`config.mk`:
```
export PLATFORM = sky130hd
export DESIGN_NAME = lru_page_replacement
export DESIGN_NICKNAME = d
export VERILOG_FILES = /design/src/rtl/lrupr_pkg.sv /design/src/rtl/lrupr_frames.sv /design/src/rtl/lru_page_replacement.sv
export SDC_FILE = /design/constraint.sdc
export NUM_CORES = 1
export LEC_CHECK = 0
export BUFFER_PORTS_ARGS = -buffer_cell sky130_fd_sc_hd__buf_2
export CAP_MARGIN = 20
export CORE_MARGIN = 3
export CORE_UTILIZATION = 35
export DETAILED_ROUTE_END_ITERATION = 8
export HOLD_SLACK_MARGIN = 0.03
export PLACE_DENSITY = 0.63
export SLEW_MARGIN = 15
export SYNTH_ARGS = -nofsm -noshare
export SYNTH_HDL_FRONTEND = slang
export SYNTH_SLANG_ARGS = --single-unit
export TNS_END_PERCENT = 30
```
`constraint.sdc`:
```
create_clock -name clk -period 6.6 [get_ports clk]
set_input_delay 0.33 -clock clk [delete_from_list [all_inputs] [get_ports clk]]
set_output_delay 0.33 -clock clk [all_outputs]
set_load 0.005 [all_outputs]
```
`src/rtl/lrupr_pkg.sv`:
```
// Shared constants, types and structs for the LRU page replacement block.
package lrupr_pkg;

    localparam int FRAMES     = 8;
    localparam int PAGE_BITS  = 16;
    localparam int FRAME_BITS = $clog2(FRAMES);
    localparam int OCC_BITS   = $clog2(FRAMES + 1);
    localparam int CFG_BITS   = 4;
    localparam int INDEX_BITS = 3;
    localparam int COUNT_BITS = 16;
    localparam int LIMIT_BITS = ((OCC_BITS > CFG_BITS) ? OCC_BITS : CFG_BITS) + 1;

    localparam logic [CFG_BITS-1:0] CFG_RESET = CFG_BITS'(8);

    typedef logic [FRAME_BITS-1:0] frame_idx_t;
    typedef logic [FRAME_BITS-1:0] rank_t;
    typedef logic [PAGE_BITS-1:0]  page_t;
    typedef logic [COUNT_BITS-1:0] count_t;

    // Outcome of one reference against the current frame state
    typedef struct packed {
        logic       hit;
        frame_idx_t slot;
        logic       evicted;
        page_t      evicted_page;
        count_t     fault_total;
    } lookup_t;

    // Occupancy view of the frame set
    typedef struct packed {
        logic [FRAMES-1:0]   valid;
        logic [OCC_BITS-1:0] occupied;
    } frame_status_t;

endpackage

```
`src/rtl/lrupr_frames.sv`:
```
// Frame table with page tags, recency ranks, fault counter and the one-pass update.
module lrupr_frames
(
    input  logic                              clk,
    input  logic                              rst_n,
    input  logic                              fire,
    input  lrupr_pkg::page_t                  page,
    input  logic [lrupr_pkg::CFG_BITS-1:0]    frames_in_use,
    output lrupr_pkg::lookup_t                result,
    output lrupr_pkg::frame_status_t          status
);
    import lrupr_pkg::*;

    page_t               frame_pages_reg [FRAMES];
    logic [FRAMES-1:0]   frame_valid_reg;
    logic [FRAMES-1:0]   frame_valid_next;
    rank_t               rank_reg [FRAMES];
    rank_t               rank_next [FRAMES];
    count_t              fault_reg;
    count_t              fault_next;

    logic [LIMIT_BITS-1:0] cfg_ext;
    logic [LIMIT_BITS-1:0] limit;
    logic [OCC_BITS-1:0]   occupied;
    logic [OCC_BITS-1:0]   occ_m1;
    logic [FRAMES-1:0]     match;
    logic [FRAMES-1:0]     victim_sel;
    logic                  hit;
    logic                  fill;
    frame_idx_t            hit_slot;
    frame_idx_t            free_slot;
    frame_idx_t            victim_slot;
    frame_idx_t            slot;
    rank_t                 ref_rank;

    always_comb
    begin
        cfg_ext = LIMIT_BITS'(frames_in_use);
        if (cfg_ext == '0)
        begin
            limit = LIMIT_BITS'(1);
        end
        else if (cfg_ext > LIMIT_BITS'(FRAMES))
        begin
            limit = LIMIT_BITS'(FRAMES);
        end
        else
        begin
            limit = cfg_ext;
        end

        occupied = '0;
        for (int f = 0; f < FRAMES; f++)
        begin
            occupied = occupied + OCC_BITS'(frame_valid_reg[f]);
        end
        occ_m1 = occupied - OCC_BITS'(1);

        // Valid frames hold distinct ranks 0..occupied-1, so the oldest has rank occupied-1
        for (int f = 0; f < FRAMES; f++)
        begin
            match[f]      = frame_valid_reg[f] && (frame_pages_reg[f] == page);
            victim_sel[f] = frame_valid_reg[f] && (rank_reg[f] == rank_t'(occ_m1));
        end

        // Lowest index wins in each priority search
        hit_slot    = '0;
        free_slot   = '0;
        victim_slot = '0;
        for (int f = FRAMES - 1; f >= 0; f--)
        begin
            if (match[f])
            begin
                hit_slot = frame_idx_t'(f);
            end
            if (!frame_valid_reg[f])
            begin
                free_slot = frame_idx_t'(f);
            end
            if (victim_sel[f])
            begin
                victim_slot = frame_idx_t'(f);
            end
        end

        hit  = |match;
        fill = !hit && (LIMIT_BITS'(occupied) < limit);

        if (hit)
        begin
            slot = hit_slot;
        end
        else if (fill)
        begin
            slot = free_slot;
        end
        else
        begin
            slot = victim_slot;
        end
        ref_rank = rank_reg[slot];

        frame_valid_next = frame_valid_reg;
        for (int f = 0; f < FRAMES; f++)
        begin
            if (frame_idx_t'(f) == slot)
            begin
                rank_next[f] = '0;
            end
            else if (frame_valid_reg[f] && (fill || (rank_reg[f] < ref_rank)))
            begin
                rank_next[f] = rank_reg[f] + rank_t'(1);
            end
            else
            begin
                rank_next[f] = rank_reg[f];
            end
        end
        if (fill)
        begin
            frame_valid_next[slot] = 1'b1;
        end

        fault_next = fault_reg;
        if (!hit && (fault_reg != '1))
        begin
            fault_next = fault_reg + count_t'(1);
        end

        result.hit          = hit;
        result.slot         = slot;
        result.evicted      = !hit && !fill;
        result.evicted_page = (!hit && !fill) ? frame_pages_reg[slot] : '0;
        result.fault_total  = fault_next;

        status.valid    = frame_valid_reg;
        status.occupied = occupied;
    end

    always_ff @(posedge clk or negedge rst_n)
    begin
        if (!rst_n)
        begin
            frame_valid_reg <= '0;
            fault_reg       <= '0;
            for (int f = 0; f < FRAMES; f++)
            begin
                rank_reg[f] <= '0;
            end
        end
        else if (fire)
        begin
            frame_valid_reg <= frame_valid_next;
            fault_reg       <= fault_next;
            for (int f = 0; f < FRAMES; f++)
            begin
                rank_reg[f] <= rank_next[f];
            end
        end
    end

    // Tags need no reset: an entry is only compared or read while its valid bit is set
    always_ff @(posedge clk)
    begin
        if (fire && !hit)
        begin
            frame_pages_reg[slot] <= page;
        end
    end

endmodule

```
`src/rtl/lru_page_replacement.sv`:
```
// Top level of the LRU page replacement block: handshakes, config register, result register.
//
//  channel   direction  handshake              payload
//  --------  ---------  ---------------------  --------------------------------------------
//  in        input      in_valid / in_stall    page_number
//  out       output     out_valid / out_stall  hit, frame_index, evicted_valid,
//                                              evicted_page, fault_total
//  cfg       input      cfg_wr_en              cfg_wr_data (frames_in_use)
//
//  One reference per cycle while out_stall is low; the page register captures each reference
//  on its input transfer and the result register then loads its lookup outcome, which is
//  offered on the output. The single lookup and rank update pass sits between the
//  page register and the result register; the frame table updates on the same edge,
//  so the next reference already sees it.
//  Reset (rst_n low, asynchronous) empties all frames, clears ranks and the fault
//  count and sets frames_in_use to 8.
//  out_stall holds the result register and, once the page register is also full,
//  raises in_stall in the same cycle.
module lru_page_replacement
(
    input  logic                              clk,
    input  logic                              rst_n,

    input  logic                              cfg_wr_en,
    input  logic [lrupr_pkg::CFG_BITS-1:0]    cfg_wr_data,

    input  logic                              in_valid,
    output logic                              in_stall,
    input  logic [lrupr_pkg::PAGE_BITS-1:0]   page_number,

    output logic                              out_valid,
    input  logic                              out_stall,
    output logic                              hit,
    output logic [lrupr_pkg::INDEX_BITS-1:0]  frame_index,
    output logic                              evicted_valid,
    output logic [lrupr_pkg::PAGE_BITS-1:0]   evicted_page,
    output logic [lrupr_pkg::COUNT_BITS-1:0]  fault_total
);
    import lrupr_pkg::*;

    logic [CFG_BITS-1:0] frames_in_use_reg;

    // Page register stage
    logic  in_vld_reg;
    logic  in_vld_next;
    page_t page_reg;

    // Result register stage
    logic   out_vld_reg;
    logic   out_vld_next;
    logic   hit_reg;
    logic [INDEX_BITS-1:0] index_reg;
    logic   evict_reg;
    page_t  evict_page_reg;
    count_t fault_total_reg;

    logic          out_free;
    logic          fire;
    logic          in_xfer;
    lookup_t       lookup;
    frame_status_t status;

    // Result slot is free when empty or being drained this cycle
    assign out_free = !out_vld_reg || !out_stall;
    assign fire     = in_vld_reg && out_free;
    assign in_stall = in_vld_reg && !out_free;
    assign in_xfer  = in_valid && !in_stall;

    assign in_vld_next  = in_xfer || (in_vld_reg && !fire);
    assign out_vld_next = fire || (out_vld_reg && out_stall);

    lrupr_frames u_frames
    (
        .clk           (clk),
        .rst_n         (rst_n),
        .fire          (fire),
        .page          (page_reg),
        .frames_in_use (frames_in_use_reg),
        .result        (lookup),
        .status        (status)
    );

    always_ff @(posedge clk or negedge rst_n)
    begin
        if (!rst_n)
        begin
            frames_in_use_reg <= CFG_RESET;
            in_vld_reg        <= 1'b0;
            out_vld_reg       <= 1'b0;
        end
        else
        begin
            if (cfg_wr_en)
            begin
                frames_in_use_reg <= cfg_wr_data;
            end
            in_vld_reg  <= in_vld_next;
            out_vld_reg <= out_vld_next;
        end
    end

    // Payload registers: capture on transfer, hold otherwise
    always_ff @(posedge clk)
    begin
        if (in_xfer)
        begin
            page_reg <= page_number;
        end
        if (fire)
        begin
            hit_reg         <= lookup.hit;
            index_reg       <= INDEX_BITS'(lookup.slot);
            evict_reg       <= lookup.evicted;
            evict_page_reg  <= lookup.evicted_page;
            fault_total_reg <= lookup.fault_total;
        end
    end

    assign out_valid     = out_vld_reg;
    assign hit           = hit_reg;
    assign frame_index   = index_reg;
    assign evicted_valid = evict_reg;
    assign evicted_page  = evict_page_reg;
    assign fault_total   = fault_total_reg;

    // Frame occupancy changes only on a lookup pass
    a_valid_idle: assert property (@(posedge clk) disable iff (!rst_n)
        !fire |=> $stable(status.valid))
        else $error("frame valid bits changed without a lookup");

    // A hit never changes occupancy
    a_hit_keeps: assert property (@(posedge clk) disable iff (!rst_n)
        (fire && lookup.hit) |=> $stable(status.valid))
        else $error("frame valid bits changed on a hit");

    // A fill occupies exactly one more frame
    a_fill_grows: assert property (@(posedge clk) disable iff (!rst_n)
        (fire && !lookup.hit && !lookup.evicted) |=>
        ($countones(status.valid) == $past($countones(status.valid)) + 1))
        else $error("fill did not occupy exactly one frame");

    // An eviction is only reported for a fault
    a_evict_miss: assert property (@(posedge clk) disable iff (!rst_n)
        (out_vld_reg && evict_reg) |-> !hit_reg)
        else $error("eviction reported together with a hit");

endmodule
```
Yosys cells after proc, flatten, opt, wreduce, memory -nomap -nowiden
Memory sizes are Yosys's and may differ from the RTL's. A register that Yosys moved wholly into a read port is not among the register bits.
Cells that the tools add are included.
{"block": "op_classes", "reduce_logical": 73, "n_bitwise": 2, "eq_ne": 24, "muxes": 52, "addsub": 17, "n_lt_le_gt_ge": 13}
{"cell": "$mux W3", "n": 44}
{"cell": "$eq A16 B16 Y1", "n": 8}
{"cell": "$logic_and A1 B1 Y1", "n": 34}
{"cell": "$add A3 B1 Y3 const B", "n": 8}
{"cell": "$add A4 B1 Y4", "n": 6}
{"cell": "$eq A3 B3 Y1", "n": 8}
{"cell": "$lt A3 B3 Y1", "n": 8}
{"cell": "$reduce_and A2 Y1", "n": 9}
{"cell": "$add A16 B1 Y16 const B", "n": 1}
{"cell": "$mux W16", "n": 1}
{"cell": "$ne A16 B16 Y1 const B", "n": 1}
{"cell": "$reduce_bool A2 Y1", "n": 8}
{"cell": "$eq A3 B3 Y1 const A", "n": 4}
{"cell": "$logic_or A1 B1 Y1", "n": 11}
{"cell": "$bmux W3 S3", "n": 1}
{"cell": "$logic_not A1 Y1", "n": 8}
{"cell": "$mux W4", "n": 2}
{"cell": "$or A8 B8 Y8", "n": 1}
{"cell": "$reduce_or A8 Y1", "n": 1}
{"cell": "$eq A2 B3 Y1 const A", "n": 2}
{"cell": "$ge A4 B4 Y1 const B", "n": 1}
{"cell": "$gt A4 B4 Y1 const B", "n": 1}
{"cell": "$logic_not A4 Y1", "n": 1}
{"cell": "$lt A3 B4 Y1 const B", "n": 1}
{"cell": "9 further kinds", "n": 11}
{"block": "totals", "ram_bits": 128, "inputBits": 25, "word_cells": 200, "mem_count": 1, "ff_bits": 91}
{"name": "u_frames.frame_pages_reg", "words": 8, "word_bits": 16, "rd": 9, "rd_clocked_by_memory_dff": 1, "write_ports": 1, "line_no": "lrupr_frames.sv:14", "rtl": "page_t frame_pages_reg [FRAMES];"}

Logic depth before layout (Yosys ltp)
{"block": "depth", "word_depth": 29, "depth_mapped": 30}

Cells and area by module
A second synthesis with hierarchy kept.
{"block": "unflattened", "cells_unflattened": 1147, "area_unflattened_um2": 13123.8}
{"module": "lrupr_frames", "n_inst": 1, "area_each_um2": 11299.6, "cells_each": 1078, "seq_area_each_um2": 5044.8}
{"module": "lru_page_replacement", "n_inst": 1, "area_each_um2": 1824.2, "cells_each": 69, "seq_area_each_um2": 1742.9}

Worst setup path after synthesis
No wires, ideal clock.
{"block": "synth_timing", "path_kind": "register to register", "startpoint": "register u_frames.frame_valid_reg[2]", "endpoint": "register u_frames.rank_reg[14] (netlist bit)", "required_ns": 6.531, "path_stages_with_launch": 28, "arrival_time_ns": 6.826, "setup_time_ns": 0.069, "slack_ns": -0.295, "period_less_slack_ns": 6.895, "cell_sequence": "dfrtp_1 clkbuf_1 inv_1 fa_1 fa_1 fa_1 fa_1 ha_1 xnor3_1 buf_4 xor2_1 o22ai_1 a31oi_1 o211ai_2 a21oi_2 or2_1 buf_6 inv_2 clkbuf_1 buf_1 nand3_1 a31oi_1 ha_1 and3_1 a311oi_1 o21ai_0 or3_1 nand3_1"}
{"element": "start, declared", "line_no": "lrupr_frames.sv:15", "rtl": "logic [FRAMES-1:0] frame_valid_reg;"}
{"element": "start signal, assigned", "line_no": "lrupr_frames.sv:153", "rtl": "frame_valid_reg <= frame_valid_next;"}
{"element": "end signal, assigned by index", "line_no": "lrupr_frames.sv:157", "rtl": "rank_reg[f] <= rank_next[f];"}
{"element": "end, declared", "line_no": "lrupr_frames.sv:17", "rtl": "rank_t rank_reg [FRAMES];"}

Final worst setup path
{"block": "layout_timing", "startpoint": "register u_frames.frame_valid_reg[0]", "endpoint": "register u_frames.rank_reg[2] (netlist bit)"}
{"block": "layout_via", "elab_chain_len": 29, "word_cells_on_any_way": 52, "cone_classes": "8 x add/sub; 2 x order compare; 9 x eq/ne; 16 x mux; 1 x bitwise; 16 x reduce/logical"}
{"element": "$add A1 B1 Y2", "line_no": "lrupr_frames.sv:55", "rtl": "occupied = occupied + OCC_BITS'(frame_valid_reg[f]);"}
{"element": "$add A4 B1 Y4 (6 in series)", "line_no": "lrupr_frames.sv:55"}
{"element": "$sub A3 B1 Y3", "line_no": "lrupr_frames.sv:57", "rtl": "occ_m1 = occupied - OCC_BITS'(1);"}
{"element": "$eq A3 B3 Y1", "line_no": "lrupr_frames.sv:63", "rtl": "victim_sel[f] = frame_valid_reg[f] && (rank_reg[f] == rank_t'(occ_m1));"}
{"element": "$logic_and A1 B1 Y1", "line_no": "lrupr_frames.sv:63"}
{"element": "$mux W3 (8 in series)", "line_no": "lrupr_frames.sv:80", "rtl": "if (victim_sel[f])"}
{"element": "$mux W3", "line_no": "lrupr_frames.sv:93", "rtl": "else if (fill)"}
{"element": "$mux W3", "line_no": "lrupr_frames.sv:89", "rtl": "if (hit)"}
{"element": "$not A3 Y4 (not written as such)", "line_no": "lrupr_frames.sv:101", "rtl": "ref_rank = rank_reg[slot];"}
{"element": "$bmux W3 S3", "line_no": "lrupr_frames.sv:101"}
{"element": "$mux W3 (not written as such) (2 in series)", "line_no": "lrupr_frames.sv:101"}
{"element": "$lt A3 B3 Y1", "line_no": "lrupr_frames.sv:110", "rtl": "else if (frame_valid_reg[f] && (fill || (rank_reg[f] < ref_rank)))"}
{"element": "$logic_or A1 B1 Y1", "line_no": "lrupr_frames.sv:110"}
{"element": "$logic_and A1 B1 Y1", "line_no": "lrupr_frames.sv:110"}
{"element": "$reduce_bool A2 Y1 (no line)"}
{"element": "$reduce_and A2 Y1 (no line)"}
Parallel ways exist; a longest one is shown, timed or not. The select of a mux whose other input is x is not followed.
A chain may end at the register's enable or synchronous reset.

==> results.yml <==
clocking:
  cts_max_level: 1
  clk_latency_ps: 560
  cts_inserted_buffers: 27
  ctsLongestPathBuffers: 3
  clockRootBuffer: "clkbuf_16"
  tritoncts: "yes"
  cts.sink_count: 235
  clkTransAtPathRegs_ps: 60
yosys:
  synth-compound-area-share_pct: 8.82
  synthMuxAreaShare_pct: 0.583
  synthArstFlopShare_pct: 23.0
  postSynthCellCount: 1320
  synth_fp_nets: 1373
  synth_area_um2: 13500
  synthXorXnorAreaFrac_pct: 11.9
  synth_top_family_by_area: "simple AND/OR/NAND/NOR gates"
  synth-seq-cells: 235
  synth_area_per_cell_um2: 10.2
  ys_seq_area_share_pct: 50.2
  synth_edf_count: 181
  synthAdderAreaFrac_pct: 2.81
  synthFlopType: "edfxtp_1"
  yosysWarnings: 0
  ys_types: 84
  synth-simple-area-share_pct: 22.0
grt:
  groute.usage.overall_pct: 18.4
  grt_overflow: 0
  antenna_found_initial: 0
  grt-busiest-layer: "met2"
  grt_max_degree: 66
  use_met3_pct: 2.69
  grt_pass1_wl_um: 59800
  globalRouteMet2Util_pct: 31.8
  grtUsageMet1_pct: 23.2
  grt_pass1_vias: 10520
drt:
  routed_wl_um: 38700
  vias: 10652
  ant_nets: 0
  drtPass1Iterations: 5
  drc: 0
  wire_per_inst_um: 19.8
  via_per_inst: 5.46
  dr.first_iter.drc_count: 791
timing:
  max_freq_mhz: 157
  whs_ps: 461
  finalHoldViolCount: 0
  min_period_over_period_pct: 96.7
  finalSetupViolations: 0
  finClkSkew_ps: 17.7
  tightest_slew_ps: 922
  period_needed_ps: 6380
  relSlewSlack_pct: 38.5
  report.final.slew_viol_count: 0
cells_and_area:
  drive_above_1_share_pct: 15.3
  largest_reg_flops: 128
  fin_area_um2: 15800
  nNetsFinal: 1473
  layoutNonFillerInstCount: 1951
  fillCellCount: 3665
  register_area_um2: 6790
  fin_util_pct: 41.7
  area_growth_syn_to_layout_pct: 16.7
  antenna_cells: 0
  multi_input_area_um2: 6390
status:
  status: "finished clean"
worst_setup_path:
  critPathMaxStageDelay_ps: 620
  startpoint_type: "flip-flop"
  criticalPathCategory: "flip-flop to flip-flop"
  cp_max_fo: 7
  path_delay_family: "adder cells"
  slowest_stage: "fa_2"
  critPathCaptureType: "flip-flop"
  cp.arrival_ps: 6870
  worst_ep_required_time_ps: 7090
  cp_num_buf_inv: 2
run:
  drv_cap: 0
placement:
  place_hpwl_um: 27800
  placed_cells: 1872
  port-buffer-count: 63
  place.gp.congestion: 0.946
  dpl_cell_area_um2: 14500
die:
  start_util_pct: 35.7
  fp.dieW_um: 202
  dieArea_um2: 41000
  pin_count: 64
  std_cell_rows: 71
  fp.coreArea_um2: 37800
  chipHeight_um: 202
worst_hold_path:
  hold_path_class: "input port to asynchronous set/reset pin"
path summary, 6_finish.rpt:
path | end | slack, ps | from | cells past startpoint
min | u_frames.frame_valid_reg[6] | 460 | rst_n | 3
min in group clk | page_reg[8] | 470 | page_number[8] | 2
max in group asynchronous | u_frames.fault_reg[6] | 5640 | rst_n | 3
max | u_frames.rank_reg[2] | 220 | u_frames.frame_valid_reg[0] | 25
min reg2reg | frames_in_use_reg[0] | 500 | frames_in_use_reg[0] | 1
max reg2reg | u_frames.rank_reg[2] | 220 | u_frames.frame_valid_reg[0] | 25
cells by family (layout without fill, tap and decap cells):
group,after synthesis,after routing
compound gates,161,161
xor+xnor,181,181
fa+ha+maj,28,28
buf+inv,104,224
flops,235,235
mux,7,7
simple gates,604,604
what timing repair did:
action | in CTS | in global routing
pin swaps | 0 | 13
resized for setup | 1 | 22
setup buffers | 0 | 6
setup endpoints to repair | 5 | 24
hold buffers | 24 | 0
hold endpoints to repair | 75 | 0
placed cells by master (no fill, tap or decap), drive strengths merged, types with 5 or more instances in the layout:
cell / n
clkbuf: 34
a31oi: 13
dlygate4sd3: 24
and3: 17
nor2: 65
nor3: 18
nor4: 22
xnor2: 87
a22o: 8
inv: 40
ha: 24
nand4: 33
a311oi: 5
and2: 9
nand2: 244
buf: 112
o21ai: 26
a21oi: 38
or4: 6
xor2: 93
o221ai: 8
or3: 12
nand4b: 8
o211ai: 10
edfxtp: 181
dfrtp: 53
a32o: 5
nand3: 139
nor4b: 6
mux2: 7
clkinv: 10
a21o: 6
synth_stat cells (17+ instances only):
| library cell | count | area (um2) |
|---|---|---|
| nand3_1 | 139 | 696 |
| xor2_1 | 93 | 815 |
| a21oi_1 | 35 | 175 |
| ha_1 | 24 | 300 |
| nor2_1 | 64 | 240 |
| o21ai_0 | 22 | 110 |
| nor3_1 | 17 | 85.1 |
| dfrtp_1 | 53 | 1330 |
| edfxtp_1 | 181 | 5440 |
| nand2_1 | 244 | 916 |
| xnor2_1 | 85 | 744 |
| nor4_1 | 21 | 131 |
| inv_1 | 36 | 135 |
| clkbuf_1 | 34 | 128 |
| nand4_1 | 31 | 194 |
per-stage QoR:
stage	setup TNS [ps]	setup WS, ps
final	0	218
after global routing	-656	-96.5
after CTS	0	14.4
after detailed placement	-11.1	-11.1
after global placement	0	183
after floorplan	0	8.27
layer usage:
layer | up-vias | part of all wire, % | wire length, um
li1 | 4974 | - | -
met1 | 5207 | 41 | 15700
met2 | 371 | 49 | 19100
met3 | 100 | 5.6 | 2160
met4 | 0 | 4.5 | 1720
met5 | - | 0 | 0
worst min-delay path, cell delays in order:
cell,delay [ps]
dlygate4sd3_1,520
buf_2,90
buf_4,570
cell type report:
class                           count  share of cell area (%)
Multi-Input combinational cell    981                    40.5
Inverter                           39                   0.928
Sequential cell                   235                    43.0
Timing Repair Buffer              136                    5.88
Tap cell                          511                    4.05
Clock buffer                       34                    4.58
Clock inverter                     15                    1.04
Power is left out: the tool's default activity adds up to more than one toggle a clock period on the data nets, which glitch-free logic cannot reach.
